### src/rtl/vsgm_mask.sv
// Face mask memory for one slice, single port with registered read.
module vsgm_mask #(
    parameter int DEPTH = 64,
    parameter int MW    = 6
) (
    input  logic          clk,
    input  logic          we,
    input  logic [MW-1:0] addr,
    input  logic [7:0]    wid,
    output logic [7:0]    qid
);

    logic [7:0] mask_mem [DEPTH];

    always_ff @(posedge clk)
    begin
        if (we)
        begin
            mask_mem[addr] <= wid;
        end
        qid <= mask_mem[addr];
    end

endmodule

### config.mk
export PLATFORM = sky130hd
export DESIGN_NAME = vsgm_mask
export DESIGN_NICKNAME = d
export VERILOG_FILES = /design/src/rtl/vsgm_mask.sv
export SDC_FILE = /design/constraint.sdc
export NUM_CORES = 1
export LEC_CHECK = 0
export ABC_AREA = 1
export BUFFER_PORTS_ARGS = -buffer_cell sky130_fd_sc_hd__buf_2
export CORE_UTILIZATION = 30
export DETAILED_ROUTE_END_ITERATION = 7
export PLACE_DENSITY = 0.5
export SYNTH_ARGS = -nofsm -noshare
export SYNTH_HDL_FRONTEND = slang
export SYNTH_SLANG_ARGS = --single-unit
### constraint.sdc
create_clock -name clk -period 2.86 [get_ports clk]
set_clock_uncertainty 0.15 [all_clocks]
set_input_delay 0.572 -clock clk [delete_from_list [all_inputs] [get_ports clk]]
set_output_delay 0.572 -clock clk [all_outputs]
set_load 0.01 [all_outputs]
==> results by group, run 1 <==
Run status
  • Status: complete, no violations

Setup path
  • Crit path DAT: 1320 ps
  • Reg2reg path depth: 10
  • Slowest CP cell: dfxtp_1
  • Worst path depth: 1
  • Top delay family on crit path: flip-flops
  • Crit-path max FO: 1
  • CP Class: reg -> out
  • Worst EP required: 2140 ps
  • Worst setup SP type: flip-flop
  • CP max stage delay: 500 ps
  • CP Capture Type: primary output
  • Worst-path cell chain: buf_2
  • Crit path buf inv count: 1

Placement
  • Final HPWL DP: 38400 um
  • Port bufs: 23
  • GP Congestion: 0.873

Synth
  • Area contributors post-synth: edfxtp_1, nand2_1, nor2_1
  • Post-synthesis adder-cell area fraction: 0
  • Largest family of logic cells by synthesized area: simple AND/OR/NAND/NOR gates
  • Cells after Synth: 2167
  • Mapped Nets: 2183
  • Seq/Total Area, Yosys: 0.705
  • Syn Std Cell Area: 0.0220 mm2
  • Distinct cells, synth: 22
  • Synth Area in XOR/XNOR: 0
  • Simple-Gate Fraction of Synth Area: 0.260
  • #FFs+latches synth: 520
  • Synth Warn #: 0
  • Post-synthesis mux area share: 0
  • Synth Area per Inst: 10.2 um2
  • Post-synth top area cell: edfxtp_1
  • Share of the synthesized area in the top cell type: 0.697
  • Synth Area in Compound Gates: 0.00329

STA
  • Fin crit period: 2040 ps
  • F_max: 491 MHz
  • Total negative slack: 0 ps
  • Slew @ Worst Pin: 862 ps
  • Final Hold Viols: 0
  • Slew HR: 0.426
  • RSZ-0062 raised after global routing: false
  • Setup violators final: 0
  • Tcrit/Tclk final: 0.713
  • Pins Over Slew Limit: 0

CTS
  • Clock transition at the registers of the reported paths: 60 ps
  • Clock tree sinks: 520
  • CTS tree: built
  • CTS Buf Count: 55
  • Postcts setup bufs: 0
  • PostCTS Resize Cnt: 0
  • H-tree depth: 2
  • Clock Tree Root: clkbuf_16
  • Clk buf depth: 3
  • Worst skew pair latency: 630 ps
  • Hold Buf Count CTS: 0

Floorplanning
  • Die height: 273 um
  • # IOs: 24
  • Core area: 0.0728 mm2
  • Initial core utilization: 0.303
  • Row count: 99
  • Die X: 273 um
  • Die area: 0.0746 mm2

Global routing
  • Antenna violations before repair: 4
  • First-pass GRT wire length: 92300 um
  • Total GRT Usage: 0.164
  • Vias in the first global route: 14646
  • GR Overflow Total: 0
  • Largest net degree at the start of global routing: 86

Power and ir drop
  • PD cells: 654 mW/mm2
  • LEAKAGE: 10.7 nW
  • VDD IR max: 0.464 mV

Min path
  • Hold Path Class: in -> reg
  • Worst hold stages: 1

Routing
  • Antenna Nets Post-Route: 0
  • Vias: 14816
  • DRT iter0 DRCs: 1244
  • Via density per instance: 4.52
  • Drt total wl: 61000 um
  • WL/cell: 18.6 um
  • Pre-antenna DRT Iters: 5
  • DRC: 0

Finish
  • Final #Nets: 2292
  • Syn-to-layout area delta: 17.4%
  • N_diodes: 0
  • Most frequent cells in the layout: nand2_1, edfxtp_1, buf_4
  • Layout cells sized above 1: 0.108
  • Commonest non-fill, non-tap cell in the layout: nand2_1
  • Core Util, Final: 0.355

Flow run
  • Max cap viols: 0
-- cell usage after synthesis --
cell type,instances
inv_1,25
nand4_1,2
dfxtp_1,8
nor2_2,2
nor2_1,87
clkbuf_1,23
o211ai_1,5
inv_2,4
nor3_2,8
nor4_1,2
nand2_1,1384
buf_1,4
o21ai_1,6
buf_2,52
buf_4,7
nand3_1,13
clkinv_1,1
buf_6,15
o21ai_0,1
or2_2,3
edfxtp_1,512
or2_1,3
-- state kept, by name, indices dropped and copies added (netlist names) --
signal    count
mask_mem    512
qid           8
-- logic make-up (layout without fill, tap and decap cells) --
logic type             count (synthesis)  count (layout)
buffers and inverters                131             286
AND/OR/NAND/NOR                     1504            1504
flip-flops                           520             520
AO/OA/AOI/OAI                         12              12
-- layout make-up --
| type | count | area, um2 |
|---|---|---|
| multi-input combinational | 1516 | 5810 |
| timing repair buffer | 153 | 1340 |
| fill | 7346 | 47000 |
| tap | 959 | 1200 |
| clock inverter | 25 | 375 |
| sequential | 520 | 15500 |
| clock buffer | 78 | 1490 |
| inverter | 30 | 120 |
-- metal layers --
layer / GRT usage / up-vias / routed length (um)
met5: 0 / - / 9
met4: 0.0404 / 2 / 1270
met3: 0.0299 / 82 / 3230
met2: 0.265 / 328 / 28300
met1: 0.228 / 7174 / 28100
li1: - / 7230 / -
-- final timing paths --
check	end	slack [ps]	startpoint
max	qid[2]	820	qid[2]$_DFF_P_
min	mask_mem[33][1]$_DFFE_PP_	320	wid[1]
max reg2reg	qid[3]$_DFF_P_	1210	mask_mem[15][3]$_DFFE_PP_
min reg2reg	qid[6]$_DFF_P_	540	mask_mem[26][6]$_DFFE_PP_
-- through the flow --
step / cell area (um2) / power (mW) / worst slack, ps / std cells / hold WS [ps]
2_1_floorplan: 22000 / 9.20 / 169 / 2167 / 449
3_3_place_gp: 24000 / 9.72 / 234 / 3178 / 529
3_5_place_dp: 24000 / 9.72 / 228 / 3178 / 521
4_1_cts: 25900 / 17.1 / 808 / 3281 / 276
5_1_grt: 25900 / 17.5 / 741 / 3281 / 297
6_report: 25900 / 16.9 / 822 / 3281 / 325
-- power breakdown --
part	internal [mW]	leakage, nW	total, mW	switching (mW)
clock network	4.38	0.889	7.38	3.00
registers	8.44	4.67	8.48	0.0404
logic	0.289	5.16	1.07	0.781
total	13.1	10.7	16.9	3.82
No activity file was read; power rests on OpenSTA's default activity.
==> run 2, diff against run 1 <==
PLACE_DENSITY = 0.51   (was 0.5)
clock period = 1.7 ns   (was 2.86 ns; I/O delays follow)
==> run 2 against run 1 <==
Final area is 3.7% higher. First-iteration DRC count is 4.0% lower. Critical path type unchanged. Highest routed layer unchanged. Worst setup slack worse by 770 ps. Register-to-register slack worse by 1100 ps.
==> results by group, run 2 (synthesized netlist as in run 1, its figures left out) <==
Floorplanning
  • Die X: 273 um
  • Die area: 0.0746 mm2
  • Row count: 99
  • Core area: 0.0728 mm2
  • Initial core utilization: 0.303
  • Die height: 273 um
  • # IOs: 24

STA
  • Setup violators final: 0
  • F_max: 608 MHz
  • Pins Over Slew Limit: 0
  • Tcrit/Tclk final: 0.968
  • Slew HR: 0.723
  • Final Hold Viols: 0
  • Slew @ Worst Pin: 416 ps
  • Fin crit period: 1650 ps

Power and ir drop
  • LEAKAGE: 11.2 nW
  • PD cells: 1070 mW/mm2
  • VDD IR max: 0.795 mV
  • Tot Pwr: 28.8 mW

Global routing
  • Largest net degree at the start of global routing: 65
  • GR Overflow Total: 0
  • First-pass GRT wire length: 90100 um
  • Vias in the first global route: 14797
  • Antenna violations before repair: 3
  • Total GRT Usage: 0.158

Min path
  • Hold Path Class: in -> reg

Finish
  • Reg with most FFs: mask_mem
  • Core Util, Final: 0.368
  • Most frequent cells in the layout: nand2_1, edfxtp_1, buf_4
  • Final #Nets: 2369
  • Layout cells sized above 1: 0.143
  • Largest regs: mask_mem x512, qid x8
  • Commonest non-fill, non-tap cell in the layout: nand2_1
  • Syn-to-layout area delta: 21.7%
  • N_diodes: 0
  • Finished Cell Area: 0.0268 mm2
  • Largest register FFs: 512

Routing
  • Drt total wl: 58500 um
  • DRT iter0 DRCs: 1194
  • Pre-antenna DRT Iters: 5
  • Vias: 14910
  • WL/cell: 17.4 um
  • Via density per instance: 4.44
  • Antenna Nets Post-Route: 0
  • DRC: 0

Setup path
  • Crit-path max FO: 1
  • CP Class: reg -> out
  • Worst EP required: 1210 ps
  • CP Capture Type: primary output
  • Top delay family on crit path: flip-flops
  • CP max stage delay: 400 ps
  • Worst setup SP type: flip-flop
  • Worst-path cell chain: buf_2
  • Slowest CP cell: dfxtp_2
  • Crit path buf inv count: 1
  • Crit path DAT: 1160 ps

CTS
  • CTS Buf Count: 53
  • Clk buf depth: 3
  • Clock tree sinks: 520
  • Worst skew pair latency: 600 ps
  • CTS tree: built
  • Clock Tree Root: clkbuf_16
  • H-tree depth: 2
  • Clock transition at the registers of the reported paths: 60 ps
  • Postcts setup bufs: 0

Run status
  • Status: complete, no violations

Placement
  • Final HPWL DP: 37000 um
  • GP Congestion: 0.824
  • Port bufs: 23
  • DP Area: 0.0249 mm2

Flow run
  • Max cap viols: 0
[run 2: cell types whose count changed in the layout (fill, tap and decap cells not counted), moves of 2 or more]
cell / previous run / this run
buf_12: 19 / 40
buf_4: 112 / 170
bufinv_16: 8 / 11
clkbuf_1: 20 / 9
clkinv_1: 3 / 9
clkinv_2: 5 / 8
clkinv_4: 0 / 2
clkinv_8: 2 / 0
clkinvlp_4: 5 / 3
nor2_1: 87 / 79
nor2_2: 2 / 9
nor4_1: 2 / 0
nor4_4: 0 / 2
[run 2: cell type report]
| cell class | count | area (um2) |
|---|---|---|
| clock buffer | 66 | 1440 |
| clock inverter | 34 | 453 |
| fill | 7184 | 46000 |
| inverter | 30 | 128 |
| multi-input combinational | 1516 | 5880 |
| sequential | 520 | 15500 |
| tap | 959 | 1200 |
| timing repair buffer | 232 | 2200 |
[run 2: worst register-to-register path: cells and delay by family, from the launching register on]
| kind | cells | cell delay, ps |
|---|---|---|
| compound gates | 1 | 240 |
| simple gates | 6 | 750 |
| flops | 1 | 360 |
[run 2: routing by layer]
metal  GRT usage  up-vias  part of all wire
met5           0        -           0.00046
met4      0.0440        4             0.023
met3      0.0275       87             0.055
met2       0.252      336              0.45
met1       0.222     7099              0.47
li1            -     7384                 -
[run 2: metrics by stage]
step | instances | setup WS (ps) | setup TNS (ps) | hold slack [ps]
6_report | 3357 | 54.4 | 0 | 112
3_3_place_gp | 3257 | -509 | -140160 | 562
2_1_floorplan | 2167 | -351 | -154450 | 289
3_5_place_dp | 3257 | -485 | -145390 | 570
4_1_cts | 3357 | 11.6 | 0 | 91.4
5_1_grt | 3357 | -1.51 | -1.51 | 116
[run 2: worst paths after layout]
path / start / endpoint / slack (ps) / cells after the start
setup / recovery: qid[6]$_DFF_P_ / qid[6] / 50 / 1
hold / removal: wid[6] / mask_mem[62][6]$_DFFE_PP_ / 110 / 2
setup reg to reg: mask_mem[28][6]$_DFFE_PP_ / qid[6]$_DFF_P_ / 80 / 7
hold reg to reg: mask_mem[47][6]$_DFFE_PP_ / qid[6]$_DFF_P_ / 570 / 6
[run 2: repair_timing]
| item | 4_1_cts | 5_1_grt |
|---|---|---|
| endpoints found under the setup margin | 1 | 2 |
| hold endpoints to repair | 0 | 0 |
| pin swaps | 0 | 0 |
| hold buffers | 0 | 0 |
| gates resized for setup | 1 | 2 |
[run 2: power breakdown]
part,internal (mW),switching [mW]
logic,0.650,1.31
registers,14.2,0.0439
clock network,7.66,4.95
==> run 3, diff against run 2 <==
ABC_AREA = default   (was 1)
==> run 3 against run 2 <==
The run now ends with negative setup slack left. Clock power hardly changed. Core utilization is 4.3 points higher. First-iteration DRC count is 0.17% lower. Area after synthesis is 7.2% lower. Sequential share of layout area is 1.7 points lower. Total power is 0.79% higher. Hold slack worse by 64 ps. Clock-buffer cell count is 6 higher. Final cell count is 29% lower. Synthesized cell count is 46% lower. Die area is 7.2% lower. Combinational power is 15% higher. Largest power group unchanged.
==> results by group, run 3 <==
Placement
  • Port bufs: 23
  • DP Area: 0.0250 mm2
  • Final HPWL DP: 39700 um
  • Dpl cells: 2256
  • GP Congestion: 0.848

CTS
  • CTS Buf Count: 55
  • Clock tree sinks: 520
  • Worst skew pair latency: 630 ps
  • Clock transition at the registers of the reported paths: 60 ps
  • H-tree depth: 2
  • Clk buf depth: 3
  • CTS tree: built
  • Clock Tree Root: clkbuf_16

Synth
  • #FFs+latches synth: 520
  • Post-synth EDFFs: 512
  • Synth Warn #: 0
  • Share of the synthesized area in the top cell type: 0.752
  • Distinct cells, synth: 56
  • Post-synth top area cell: edfxtp_1
  • Seq/Total Area, Yosys: 0.760
  • Synth Flop Type: edfxtp_1
  • Mapped Nets: 1187
  • Synth Area per Inst: 17.5 um2
  • Syn Std Cell Area: 0.0204 mm2
  • Most frequent cells after synthesis: edfxtp_1, nor2_1, mux2i_1
  • Area contributors post-synth: edfxtp_1, mux4_2, mux2i_1
  • Most common cell in the netlist: edfxtp_1
  • Cells after Synth: 1171
  • Ys async rst share: 0

Power and ir drop
  • Sw Ratio: 0.221
  • Power share of the sequential group: 0.491
  • Tot Pwr: 29.0 mW
  • LEAKAGE: 9.14 nW
  • Clock Power Share: 0.431
  • Logic gate share of total power: 0.078
  • Sw Pwr: 6.40 mW
  • Internal Power: 22.6 mW
  • VDD IR max: 0.609 mV
  • PD cells: 1050 mW/mm2

STA
  • Slew HR: 0.529
  • Tcrit/Tclk final: 1.32
  • Setup ws final: -545 ps
  • F_max: 445 MHz
  • Total negative slack: -5520 ps
  • RSZ-0062 raised after global routing: true
  • Setup violators final: 97
  • Worst hold slack: 47.8 ps
  • Slew @ Worst Pin: 706 ps
  • Final Hold Viols: 0
  • Pins Over Slew Limit: 0
  • Fin crit period: 2240 ps

Finish
  • Finished Cell Area: 0.0276 mm2
  • Final #Nets: 1476
  • N_diodes: 0
  • Most frequent cells in the layout: edfxtp_1, buf_4, buf_12
  • Reg with most FFs: mask_mem
  • Syn-to-layout area delta: 35.2%
  • Largest regs: mask_mem x512, qid x8
  • Final Non-Filler Cells: 2378
  • Layout cells sized above 1: 0.399
  • Commonest non-fill, non-tap cell in the layout: edfxtp_1
  • Largest register FFs: 512

Global routing
  • Total GRT Usage: 0.176
  • Antenna violations before repair: 3
  • Vias in the first global route: 12514
  • GR Overflow Total: 0
  • Largest net degree at the start of global routing: 65
  • First-pass GRT wire length: 88700 um

Setup path
  • R2r setup slk: -540 ps
  • CP Class: reg -> reg
  • CP Capture Type: flip-flop
  • Crit path DAT: 2580 ps
  • Worst EP required: 2040 ps
  • Crit-path max FO: 1
  • RR Startpoint: mask_mem[0][7]$_DFFE_PP_
  • Reg2reg path depth: 5
  • Worst setup SP type: flip-flop
  • Worst reg2reg path endpoint: qid[7]$_DFF_P_

Min path
  • Hold endpoint: mask_mem[22][6]$_DFFE_PP_
  • Worst hold stages: 1
  • Hold Path Class: in -> reg
  • Worst hold start: wid[6]

Run status
  • Status: finished with violations
  • Failing checks: negative setup slack

Routing
  • DRC: 0
  • Via density per instance: 5.17
  • Pre-antenna DRT Iters: 5
  • Antenna Nets Post-Route: 0
  • DRT iter0 DRCs: 1192
  • Drt total wl: 61400 um
  • Vias: 12293
  • WL/cell: 25.8 um

Floorplanning
  • # IOs: 24
  • Die X: 263 um
  • Initial core utilization: 0.304
  • Die height: 263 um
  • Row count: 95
  • Core area: 0.0673 mm2
  • Die area: 0.0692 mm2

Flow run
  • Max cap viols: 0
==> run 3: cell types whose count changed in the layout (fill, tap and decap cells not counted), sizes merged, moves of 15 or more <==
cell,change
inv,-27
nand2b,+24
mux4,+41
a31oi,+15
a21oi,+28
mux2i,+63
nand2,-1339
a22oi,+40
a221oi,+21
o22ai,+22
buf,+80
==> run 3: kinds of logic (layout without fill, tap and decap cells) <==
| logic type | Yosys count | after routing | share of synthesized area |
|---|---|---|---|
| DFF | 520 | 520 | 0.760 |
| and+or+nand+nor | 229 | 229 | 0.0571 |
| AOI/OAI and AO/OA | 222 | 222 | 0.0808 |
| muxes | 116 | 116 | 0.0826 |
| buffers and inverters | 84 | 418 | 0.0198 |
==> run 3: cell type report <==
| class | count | area [um2] |
|---|---|---|
| flip-flops and latches | 520 | 15500 |
| multi-input cells | 567 | 5590 |
| clock buffers | 72 | 1510 |
| fillers | 6012 | 39600 |
| clock inverters | 30 | 367 |
| well taps | 873 | 1090 |
| repair buffers | 313 | 3530 |
| inverters | 3 | 15.0 |
==> run 3: repair_timing <==
item,CTS,global route
pin swaps,23,17
endpoints found under the setup margin,315,24
hold endpoints to repair,0,0
buffers inserted,9,13
gates cloned,1,2
gates resized for setup,62,53
hold buffers,0,0
==> run 3: worst max path at each step <==
stage | startpoint | endpoint | cells after the start
final | mask_mem[0][7]$_DFFE_PP_ | qid[7]$_DFF_P_ | 5
after global routing | mask_mem[0][7]$_DFFE_PP_ | qid[7]$_DFF_P_ | 5
after CTS | mask_mem[0][7]$_DFFE_PP_ | qid[7]$_DFF_P_ | 5
after detailed placement | addr[1] | qid[1]$_DFF_P_ | 9
after global placement | addr[1] | qid[1]$_DFF_P_ | 8
after floorplan | addr[1] | qid[7]$_DFF_P_ | 6
==> run 3: power groups by stage <==
stage	clock (mW)	combinational [mW]	sequential [mW]
final	12.5	2.26	14.3
after global routing	13.2	2.38	14.2
after CTS	12.8	2.16	14.2
after detailed placement	0	2.05	14.5
after global placement	0	2.03	14.5
after floorplan	0	0.901	14.5
==> run 3: stage by stage <==
stage               setup WS [ps]   util
detailed placement          -1090  0.371
global placement            -1130  0.371
global route                 -577  0.411
finish                       -545  0.411
floorplan                    -456      -
CTS                          -559  0.405
==> run 3: per-layer routing <==
metal,routed length [um],GRT usage,up-vias
li1,-,-,5367
met1,27300,0.247,6479
met2,29000,0.280,338
met3,3300,0.0293,107
met4,1670,0.0534,2
met5,13,0,-
==> run 3: worst max-delay path, stage by stage (launching register included) <==
cell	delay, ps
edfxtp_1	380
mux2_4	280
mux4_2	460
o21ai_2	150
o2111ai_2	170
or4b_1	510
